--- src/sudt_pkg.sv ---
// Package for the sorted unique date table.
// Holds sizes, the date word type, status codes and the port structs.
// No dependencies.
`timescale 1ns / 1ps

package sudt_pkg;

    localparam int CAPACITY = 64;
    localparam int ADDR_W   = (CAPACITY > 1) ? $clog2(CAPACITY) : 1;
    localparam int CNT_W    = $clog2(CAPACITY + 1);

    localparam int YEAR_W  = 14;
    localparam int MONTH_W = 4;
    localparam int DAY_W   = 5;
    localparam int DATE_W  = YEAR_W + MONTH_W + DAY_W;
    localparam int STAT_W  = 3;

    typedef logic [CNT_W-1:0]  cnt_t;
    typedef logic [ADDR_W-1:0] addr_t;
    typedef logic [DATE_W-1:0] date_t;
    typedef logic [STAT_W-1:0] stat_t;

    localparam cnt_t CAP_CNT = cnt_t'(CAPACITY);

    localparam stat_t ST_INSERTED = 3'd0;
    localparam stat_t ST_DUP      = 3'd1;
    localparam stat_t ST_FULL     = 3'd2;
    localparam stat_t ST_LISTED   = 3'd3;
    localparam stat_t ST_EMPTY    = 3'd4;

    typedef struct packed {
        logic  re;
        addr_t raddr;
        logic  we;
        addr_t waddr;
        date_t wdata;
    } mem_req_t;

    typedef struct packed {
        logic eq;
        logic gt;
    } cmp_res_t;

endpackage

--- src/sudt_cmp.sv ---
// Date compare unit: orders a stored date word against the key.
// Depends on sudt_pkg.
`timescale 1ns / 1ps

module sudt_cmp
(
    input  sudt_pkg::date_t    entry,
    input  sudt_pkg::date_t    key,
    output sudt_pkg::cmp_res_t res
);

    // packed {year, month, day} orders as one unsigned word
    assign res.eq = (entry == key);
    assign res.gt = (entry > key);

endmodule

--- src/sudt_table.sv ---
// Date storage: one write port and one registered read port.
// Depends on sudt_pkg.
`timescale 1ns / 1ps

module sudt_table
(
    input  logic               clk,
    input  sudt_pkg::mem_req_t req,
    output sudt_pkg::date_t    rd_data
);

    sudt_pkg::date_t mem [sudt_pkg::CAPACITY];

    always_ff @(posedge clk)
    begin
        if (req.we)
        begin
            mem[req.waddr] <= req.wdata;
        end
        if (req.re)
        begin
            rd_data <= mem[req.raddr];
        end
    end

endmodule

--- src/sorted_unique_date_table.sv ---
// Sorted unique date table: insert with duplicate check, ordered listing.
// Insert runs a forward scan, a shift and a write; list reads the stored dates in order;
// one table read port serves both, one entry per cycle.
// Each result word is registered and appears in the cycle after it is produced, one word per cycle.
// busy is high from the accepted word until the last result; the receiver cannot stall.
// Reset (rst_n low, async) empties the table; stored dates are not cleared.
`timescale 1ns / 1ps

module sorted_unique_date_table
(
    input  logic                            clk,
    input  logic                            rst_n,
    input  logic                            start,
    output logic                            busy,
    input  logic                            func,
    input  logic [sudt_pkg::YEAR_W-1:0]     year,
    input  logic [sudt_pkg::MONTH_W-1:0]    month,
    input  logic [sudt_pkg::DAY_W-1:0]      day,
    output logic                            valid,
    output logic [sudt_pkg::STAT_W-1:0]     status,
    output logic [sudt_pkg::YEAR_W-1:0]     out_year,
    output logic [sudt_pkg::MONTH_W-1:0]    out_month,
    output logic [sudt_pkg::DAY_W-1:0]      out_day,
    output logic                            last
);

    localparam logic [1:0] S_IDLE  = 2'd0;
    localparam logic [1:0] S_SCAN  = 2'd1;
    localparam logic [1:0] S_SHIFT = 2'd2;
    localparam logic [1:0] S_LIST  = 2'd3;

    logic [1:0]          state_reg, state_next;
    sudt_pkg::cnt_t      cnt_reg, cnt_next;
    sudt_pkg::cnt_t      idx_reg, idx_next;
    sudt_pkg::cnt_t      pos_reg, pos_next;
    sudt_pkg::addr_t     wa_reg, wa_next;
    logic                pend_reg, pend_next;
    sudt_pkg::date_t     key_reg, key_next;

    logic                valid_reg, valid_next;
    logic                last_reg, last_next;
    sudt_pkg::stat_t     status_reg, status_next;
    sudt_pkg::date_t     odate_reg, odate_next;

    sudt_pkg::mem_req_t  req;
    sudt_pkg::date_t     rd_data;
    sudt_pkg::cmp_res_t  cmp;
    sudt_pkg::cnt_t      idx_dec;

    sudt_table u_table
    (
        .clk     (clk),
        .req     (req),
        .rd_data (rd_data)
    );

    sudt_cmp u_cmp
    (
        .entry (rd_data),
        .key   (key_reg),
        .res   (cmp)
    );

    assign idx_dec = idx_reg - sudt_pkg::cnt_t'(1);

    always_comb
    begin
        state_next  = state_reg;
        cnt_next    = cnt_reg;
        idx_next    = idx_reg;
        pos_next    = pos_reg;
        wa_next     = wa_reg;
        pend_next   = pend_reg;
        key_next    = key_reg;
        valid_next  = 1'b0;
        last_next   = last_reg;
        status_next = status_reg;
        odate_next  = odate_reg;
        req         = '0;

        case (state_reg)
            S_IDLE:
            begin
                if (start)
                begin
                    key_next  = {year, month, day};
                    idx_next  = '0;
                    pend_next = 1'b0;
                    state_next = func ? S_LIST : S_SCAN;
                end
            end

            S_SCAN:
            begin
                if (pend_reg && cmp.eq)
                begin
                    valid_next  = 1'b1;
                    status_next = sudt_pkg::ST_DUP;
                    odate_next  = '0;
                    last_next   = 1'b1;
                    state_next  = S_IDLE;
                end
                else if ((pend_reg && cmp.gt) || (idx_reg == cnt_reg))
                begin
                    pos_next  = (pend_reg && cmp.gt) ? idx_dec : cnt_reg;
                    pend_next = 1'b0;
                    if (cnt_reg >= sudt_pkg::CAP_CNT)
                    begin
                        valid_next  = 1'b1;
                        status_next = sudt_pkg::ST_FULL;
                        odate_next  = '0;
                        last_next   = 1'b1;
                        state_next  = S_IDLE;
                    end
                    else
                    begin
                        idx_next   = cnt_reg;
                        state_next = S_SHIFT;
                    end
                end
                else
                begin
                    req.re    = 1'b1;
                    req.raddr = idx_reg[sudt_pkg::ADDR_W-1:0];
                    idx_next  = idx_reg + sudt_pkg::cnt_t'(1);
                    pend_next = 1'b1;
                end
            end

            S_SHIFT:
            begin
                // move each larger entry up by one, top first
                if (pend_reg)
                begin
                    req.we    = 1'b1;
                    req.waddr = wa_reg;
                    req.wdata = rd_data;
                end
                if (idx_reg > pos_reg)
                begin
                    req.re    = 1'b1;
                    req.raddr = idx_dec[sudt_pkg::ADDR_W-1:0];
                    wa_next   = idx_reg[sudt_pkg::ADDR_W-1:0];
                    idx_next  = idx_dec;
                    pend_next = 1'b1;
                end
                else if (pend_reg)
                begin
                    pend_next = 1'b0;
                end
                else
                begin
                    req.we      = 1'b1;
                    req.waddr   = pos_reg[sudt_pkg::ADDR_W-1:0];
                    req.wdata   = key_reg;
                    cnt_next    = cnt_reg + sudt_pkg::cnt_t'(1);
                    valid_next  = 1'b1;
                    status_next = sudt_pkg::ST_INSERTED;
                    odate_next  = '0;
                    last_next   = 1'b1;
                    state_next  = S_IDLE;
                end
            end

            S_LIST:
            begin
                if (cnt_reg == '0)
                begin
                    valid_next  = 1'b1;
                    status_next = sudt_pkg::ST_EMPTY;
                    odate_next  = '0;
                    last_next   = 1'b1;
                    state_next  = S_IDLE;
                end
                else
                begin
                    if (pend_reg)
                    begin
                        valid_next  = 1'b1;
                        status_next = sudt_pkg::ST_LISTED;
                        odate_next  = rd_data;
                        last_next   = (idx_reg == cnt_reg);
                        if (idx_reg == cnt_reg)
                        begin
                            state_next = S_IDLE;
                        end
                    end
                    if (idx_reg < cnt_reg)
                    begin
                        req.re    = 1'b1;
                        req.raddr = idx_reg[sudt_pkg::ADDR_W-1:0];
                        idx_next  = idx_reg + sudt_pkg::cnt_t'(1);
                        pend_next = 1'b1;
                    end
                    else
                    begin
                        pend_next = 1'b0;
                    end
                end
            end

            default:
            begin
                state_next = S_IDLE;
            end
        endcase
    end

    always_ff @(posedge clk or negedge rst_n)
    begin
        if (!rst_n)
        begin
            state_reg <= S_IDLE;
            cnt_reg   <= '0;
            idx_reg   <= '0;
            pend_reg  <= 1'b0;
            valid_reg <= 1'b0;
        end
        else
        begin
            state_reg <= state_next;
            cnt_reg   <= cnt_next;
            idx_reg   <= idx_next;
            pend_reg  <= pend_next;
            valid_reg <= valid_next;
        end
    end

    always_ff @(posedge clk)
    begin
        pos_reg    <= pos_next;
        wa_reg     <= wa_next;
        key_reg    <= key_next;
        last_reg   <= last_next;
        status_reg <= status_next;
        odate_reg  <= odate_next;
    end

    assign busy      = (state_reg != S_IDLE);
    assign valid     = valid_reg;
    assign status    = status_reg;
    assign last      = last_reg;
    assign out_year  = odate_reg[sudt_pkg::DATE_W-1 -: sudt_pkg::YEAR_W];
    assign out_month = odate_reg[sudt_pkg::DAY_W +: sudt_pkg::MONTH_W];
    assign out_day   = odate_reg[sudt_pkg::DAY_W-1:0];

`ifndef NO_ASSERTIONS
    a_last_idle: assert property (@(posedge clk) disable iff (!rst_n)
        (valid_reg && last_reg) |-> (state_reg == S_IDLE))
        else $error("final result while sequencer still busy");

    a_cnt_cap: assert property (@(posedge clk) disable iff (!rst_n)
        cnt_reg <= sudt_pkg::CAP_CNT)
        else $error("entry count above capacity");

    a_start_busy: assert property (@(posedge clk) disable iff (!rst_n)
        (start && !busy) |=> busy)
        else $error("accepted word did not start the sequencer");

    a_single_last: assert property (@(posedge clk) disable iff (!rst_n)
        (valid_reg && (status_reg != sudt_pkg::ST_LISTED)) |-> last_reg)
        else $error("insert or empty result without last");

    a_cnt_insert: assert property (@(posedge clk) disable iff (!rst_n)
        (cnt_reg != $past(cnt_reg)) |->
            (valid_reg && (status_reg == sudt_pkg::ST_INSERTED)))
        else $error("entry count changed without an insert");
`endif

endmodule

--- config.mk ---
export PLATFORM = sky130hd
export DESIGN_NAME = sorted_unique_date_table
export DESIGN_NICKNAME = d
export VERILOG_FILES = /design/src/sudt_pkg.sv /design/src/sudt_cmp.sv /design/src/sudt_table.sv /design/src/sorted_unique_date_table.sv
export SDC_FILE = /design/constraint.sdc
export NUM_CORES = 2
export LEC_CHECK = 0
export BUFFER_PORTS_ARGS = -buffer_cell sky130_fd_sc_hd__buf_2
export CAP_MARGIN = 25
export CELL_PAD_IN_SITES_DETAIL_PLACEMENT = 1
export CELL_PAD_IN_SITES_GLOBAL_PLACEMENT = 2
export CORE_MARGIN = 2
export CORE_UTILIZATION = 35
export DETAILED_ROUTE_END_ITERATION = 8
export PLACE_DENSITY = 0.77
export SYNTH_ARGS = -nofsm -noshare
export SYNTH_HDL_FRONTEND = slang
export SYNTH_SLANG_ARGS = --single-unit
--- constraint.sdc ---
create_clock -name clk -period 4.31 [get_ports clk]
set_input_delay 0.6465 -clock clk [delete_from_list [all_inputs] [get_ports clk]]
set_output_delay 0.6465 -clock clk [all_outputs]
set_load 0.05 [all_outputs]
# Word-level counts from Yosys, hierarchy flattened
# Memory sizes are Yosys's and may differ from the RTL's. A register that Yosys moved wholly into a read port is not among the register bits.
# Index checks and enable logic that the tools add are counted.
# op_classes
addsub,3
n_lt_le_gt_ge,4
n_eq_ne,17
mux,71
bitwise_logic,3
n_reduce_logical,15
# ops
op,n
23-bit two-way mux,7
30-bit two-way mux,4
7-bit two-way mux,13
23-bit one-hot mux with 3 select lines,1
7-bit one-hot mux with 4 select lines,1
23-bit == test,1
23-bit > comparator,1
1-bit two-way mux,22
3-bit two-way mux,7
7-bit one-hot mux with 3 select lines,1
2-bit two-way mux,10
6-bit AND reduction,3
3-bit != test (second input constant),5
7-bit by 1-bit adder with 7-bit output (second input constant),2
2-bit != test (second input constant),7
3-bit one-hot mux with 3 select lines,1
3-bit AND reduction,3
2-bit one-hot mux with 4 select lines,1
7-bit == test,1
7-bit >= comparator (second input constant),1
7-bit > comparator,1
7-bit logical NOT,1
7-bit less-than comparator,1
7-bit by 1-bit subtractor with 7-bit output (second input constant),1
11 further kinds,17
# totals
ff_bits,81
ramBits,1472
output_inout_bits,29
memories,1
# mem_list
memory,words,width,read_ports,rd_clocked_by_memory_dff,write_ports,line,text
u_table.mem,64,23,1,1,1,sudt_table.sv:12,sudt_pkg::date_t mem [sudt_pkg::CAPACITY];

# Longest topological paths before layout
# depth
depth_word,6
depth_mapped,19
mapped_depth_nobuf,12

# Cells and area by module
# From an unflattened synthesis, not the netlist that was laid out.
# unflattened
hier_cells,2899
area_unflattened_um2,61758.0
# modules_own_cells
mod,n_inst,cells_per_inst,area_per_inst_um2,seq_area_each_um2
sudt_table,1,2446,56940.9,44893.1
sorted_unique_date_table,1,372,4225.3,2342.2
sudt_cmp,1,81,591.8,0.0

# Least setup slack after synthesis
# No wires, ideal clock.
# synth_path
kind,reg-to-reg
startpoint,register idx_reg[0]
endpoint,"memory u_table.mem[42][0] (netlist bit), enable pin"
t_arrival_ns,4.307
t_required_ns,3.907
setup_slack_ns,-0.400
stages_incl_launch_ff,16
n_path_buf,4
cell_sequence,dfrtp_1 clkbuf_1 inv_1 clkbuf_1 clkbuf_1 ha_1 nand2b_1 a21oi_1 o211ai_1 nand2_1 nor3_1 clkbuf_1 a22oi_1 nor2_1 nand2_1 nor2_1
# synth_via
elab_chain_len,5
# synth_rtl
element,line,text
start: declaration,sorted_unique_date_table.sv:34,"sudt_pkg::cnt_t idx_reg, idx_next;"
start signal: assignment,sorted_unique_date_table.sv:223,idx_reg <= idx_next;
7-bit > comparator *,sorted_unique_date_table.sv:139,if (idx_reg > pos_reg)
30-bit two-way mux *,sorted_unique_date_table.sv:139,
30-bit two-way mux *,sorted_unique_date_table.sv:81,case (state_reg)
1-bit two-way mux,sudt_table.sv:16,if (req.we)
1-bit two-way mux (not written as such),sudt_table.sv:18,mem[req.waddr] <= req.wdata;
end: declaration,sudt_table.sv:12,
# Mark *: on every way between the ends. The rest lies on a longest branch, timed or not.

# Worst setup path after layout
# layout_path
startpoint,"register u_table.rd_data[11], read port of u_table.mem"
endpoint,"register u_table.rd_data[9], read port of u_table.mem, data pin"
# layout_via
elab_chain_len,6
# layout_rtl
element,line,text
start: declaration,sudt_table.sv:9,output sudt_pkg::date_t rd_data
23-bit > comparator,sudt_cmp.sv:14,assign res.gt = (entry > key);
1-bit logical AND,sorted_unique_date_table.sv:103,else if ((pend_reg && cmp.gt) || (idx_reg == cnt_reg))
1-bit logical OR,sorted_unique_date_table.sv:103,
7-bit two-way mux,sorted_unique_date_table.sv:103,
7-bit two-way mux *,sorted_unique_date_table.sv:95,if (pend_reg && cmp.eq)
7-bit one-hot mux with 3 select lines *,sorted_unique_date_table.sv:81,
# Marked as above.
# A chain may end at the register's enable or synchronous reset.

==> reports/results.ini <==
[worst_setup_path]
cpLargestDelayFamily = compound AO/OA/AOI/OAI gates
crit_top_cell = buf_4
slowest_delay_ns = 0.46
critPathCaptureType = flip-flop
worstSetupPathType = reg -> reg
cpMaxStageDelayCell = a21oi_1
critical_path.max_fanout = 9
cp_num_buf_inv = 6
path_cells = buf_4 -> ha_1 -> nand4_1 -> buf_4 -> nor3_2 -> a22oi_2 -> and4_4 -> buf_4 -> a21boi_4 -> o21ai_4 -> buf_12 -> buf_4 -> buf_4 -> a21oi_1 -> a32oi_1 -> a21oi_1 -> nand4_1
worstPathRequired_ns = 4.73
start_kind = flip-flop
cp.arrival_ns = 4.84

[final_layout]
largest_register_ffs = 1472
final_cell_mix = edfxtp_1 (1558), nand2_1 (548), buf_4 (417)
top_register = u_table.mem
layout.nets = 4895
drive_gt1_share_pct = 22.7
final_common_cell = edfxtp_1
synthToLayoutAreaGrowth_pct = 23.7
fillers = 17913
instances_no_fill = 7330

[power_and_ir_drop]
power_density_mw_per_mm2 = 723
finalPower_uw = 57100
ir_drop_uv = 459
power.leakage_uw = 0.0270

[placed_design]
placed_cells = 6950
port_buffers = 55
place_congestion = 0.877
post-dp-hpwl_mm = 137

[job]
cap_violations = 0

[synthesis]
synth_area_mm2 = 0.0638
synth-seq-area-share_pct = 74.0
synthCells = 4329
synthArstFlopShare_pct = 1.14
synth-main-ff-cell = edfxtp_1
synthesis.nets = 4397
yosys_warnings = 0
ys_seq_elements = 1576
syn_area_per_cell_um2 = 14.7
synth-edff-count = 1558
synthDistinctLibCells = 72

[timing]
setup_viol = 5
min_period_over_period_pct = 103
drv_slew = 0
slew_headroom_pct = 44.5
tightest_slew_ns = 0.833
fmax_ghz = 0.226
skew_ns = 0.0362
setup_ws_ns = -0.108
grt_setup_unrepaired = yes
finalHoldViolCount = 0
post-route-min-period_ns = 4.42

[worst_hold_path]
min_path_type = in -> reg

[floorplan]
boundaryPins = 56
die_x_um = 431
rows = 156
core_mm2 = 0.181
initial_core_util_pct = 35.3
die_h_um = 431
dieArea_mm2 = 0.186

[grt]
track_usage_pct = 23.9
grt_antenna_before_repair = 9
grt_pass1_vias = 44981
grt_overflow = 0
grt_max_degree = 65
grt_pass1_wl_mm = 324

[detailed_routing]
viasPerCell = 6.04
vias = 44304
initialDrtViolationCount = 5528
ant_nets = 0
avgRoutedWirePerCell_um = 31.2
wirelength_mm = 229
drcViolationCount = 0
firstDrtPassIters = 6

[clock_network]
cts.sinks = 1576
clock-root-buffer = clkbuf_16
clk-insertion-delay-late_ns = 0.84
cts.reportedPaths.clkPinSlew_ns = 0.07
cts_buffers = 164
cts_tree = yes
clockBufferDepth = 3
h-tree-depth = 4

[run_status]
status = finished with violations
violations = negative setup slack

-- area by class of cell --
cell class	count	area, um2	share of cell area [%]
Antenna cell	1	2.50	0.00317
Clock buffer	194	4240	5.37
Clock inverter	104	816	1.03
Inverter	46	173	0.219
Multi-Input combinational cell	2371	16300	20.7
Sequential cell	1576	47200	59.8
Tap cell	2370	2970	3.76
Timing Repair Buffer	668	7190	9.11
-- stage by stage --
| stage | setup WS, ns | hold WS (ns) | setup TNS [ns] | util (%) | area [um2] |
|---|---|---|---|---|---|
| final | -0.108 | 0.0510 | -0.209 | 43.6 | 78900 |
| after global routing | -0.140 | 0.0237 | -1.32 | 43.6 | 78900 |
| after CTS | -0.109 | 0.00371 | -0.121 | 43.1 | 77900 |
| after detailed placement | -0.549 | 0.587 | -6.72 | 39.6 | 71700 |
| after global placement | -0.513 | 0.580 | -5.35 | 39.6 | 71700 |
| after floorplan | -0.340 | 0.351 | -571.09 | - | 63900 |
-- layer usage --
| metal | track usage, % | up-vias | part of all wire (%) |
|---|---|---|---|
| met4 | 11.4 | 0 | 5.2 |
| li1 | - | 18381 | - |
| met2 | 38.4 | 2328 | 47 |
| met3 | 4.00 | 426 | 8.7 |
| met1 | 31.5 | 23169 | 39 |
| met5 | 0 | - | 0 |
-- worst paths after layout --
kind	startpoint	to	slack [ns]	depth (start not counted)
setup / recovery	u_table.rd_data[11]	u_table.rd_data[9]	-0.11	17
hold reg to reg	cnt_reg[4]	cnt_reg[4]	0.59	2
hold / removal	day[4]	key_reg[4]	0.05	1
min in group asynchronous	rst_n	valid	0.30	2
max in group asynchronous	rst_n	idx_reg[0]	3.65	2
setup reg to reg	u_table.rd_data[11]	u_table.rd_data[9]	-0.11	17
-- cell families after synthesis --
logic type | count (synthesis) | share of synthesized area (%)
DFF | 1576 | 74.0
AOI/OAI and AO/OA | 1202 | 13.5
adders and majority gates | 41 | 0.804
xor gates and xnor gates | 18 | 0.247
buffers and inverters | 382 | 2.49
muxes | 105 | 1.65
and+or+nand+nor | 1005 | 7.28
-- cells in the mapped netlist (11+ instances only) --
cell / n / share of area [%]
buf_2: 76 / 0.60
o21ai_0: 189 / 1.5
a22oi_1: 82 / 0.96
ha_1: 41 / 0.80
a211oi_1: 132 / 1.6
a221oi_1: 137 / 1.9
a2111oi_0: 28 / 0.38
a31oi_1: 94 / 0.92
a22o_1: 54 / 0.74
and2_1: 27 / 0.26
xnor2_1: 16 / 0.22
and3_1: 133 / 1.3
nand2_1: 551 / 3.2
nor2_1: 101 / 0.59
inv_1: 46 / 0.27
mux2i_1: 104 / 1.6
nor4b_1: 19 / 0.26
nor4_1: 26 / 0.25
nor3_1: 18 / 0.14
a32o_1: 43 / 0.67
nand4_1: 34 / 0.33
buf_4: 12 / 0.14
a32oi_1: 194 / 2.7
edfxtp_1: 1558 / 73
clkbuf_1: 221 / 1.3
a21oi_1: 197 / 1.5
dfrtp_1: 18 / 0.71
nand3_1: 74 / 0.58
o21ai_1: 11 / 0.086
buf_1: 25 / 0.15
-- report_power, final --
part | internal [uW] | total [uW] | leakage, uW | switching [uW]
Clock | 7480 | 13600 | 0.00247 | 6130
Sequential | 19900 | 20300 | 0.0146 | 378
Combinational | 7630 | 23200 | 0.00989 | 15600
Total | 35000 | 57100 | 0.0270 | 22100
-- repair_timing --
action	CTS	global route
pin swaps	23	41
resized for setup	94	124
hold buffers	18	0
setup endpoints to repair	23	23
gates cloned	10	5
endpoints found under the hold margin	35	0
buffers inserted	22	30
(Power assumes the default switching activity.)
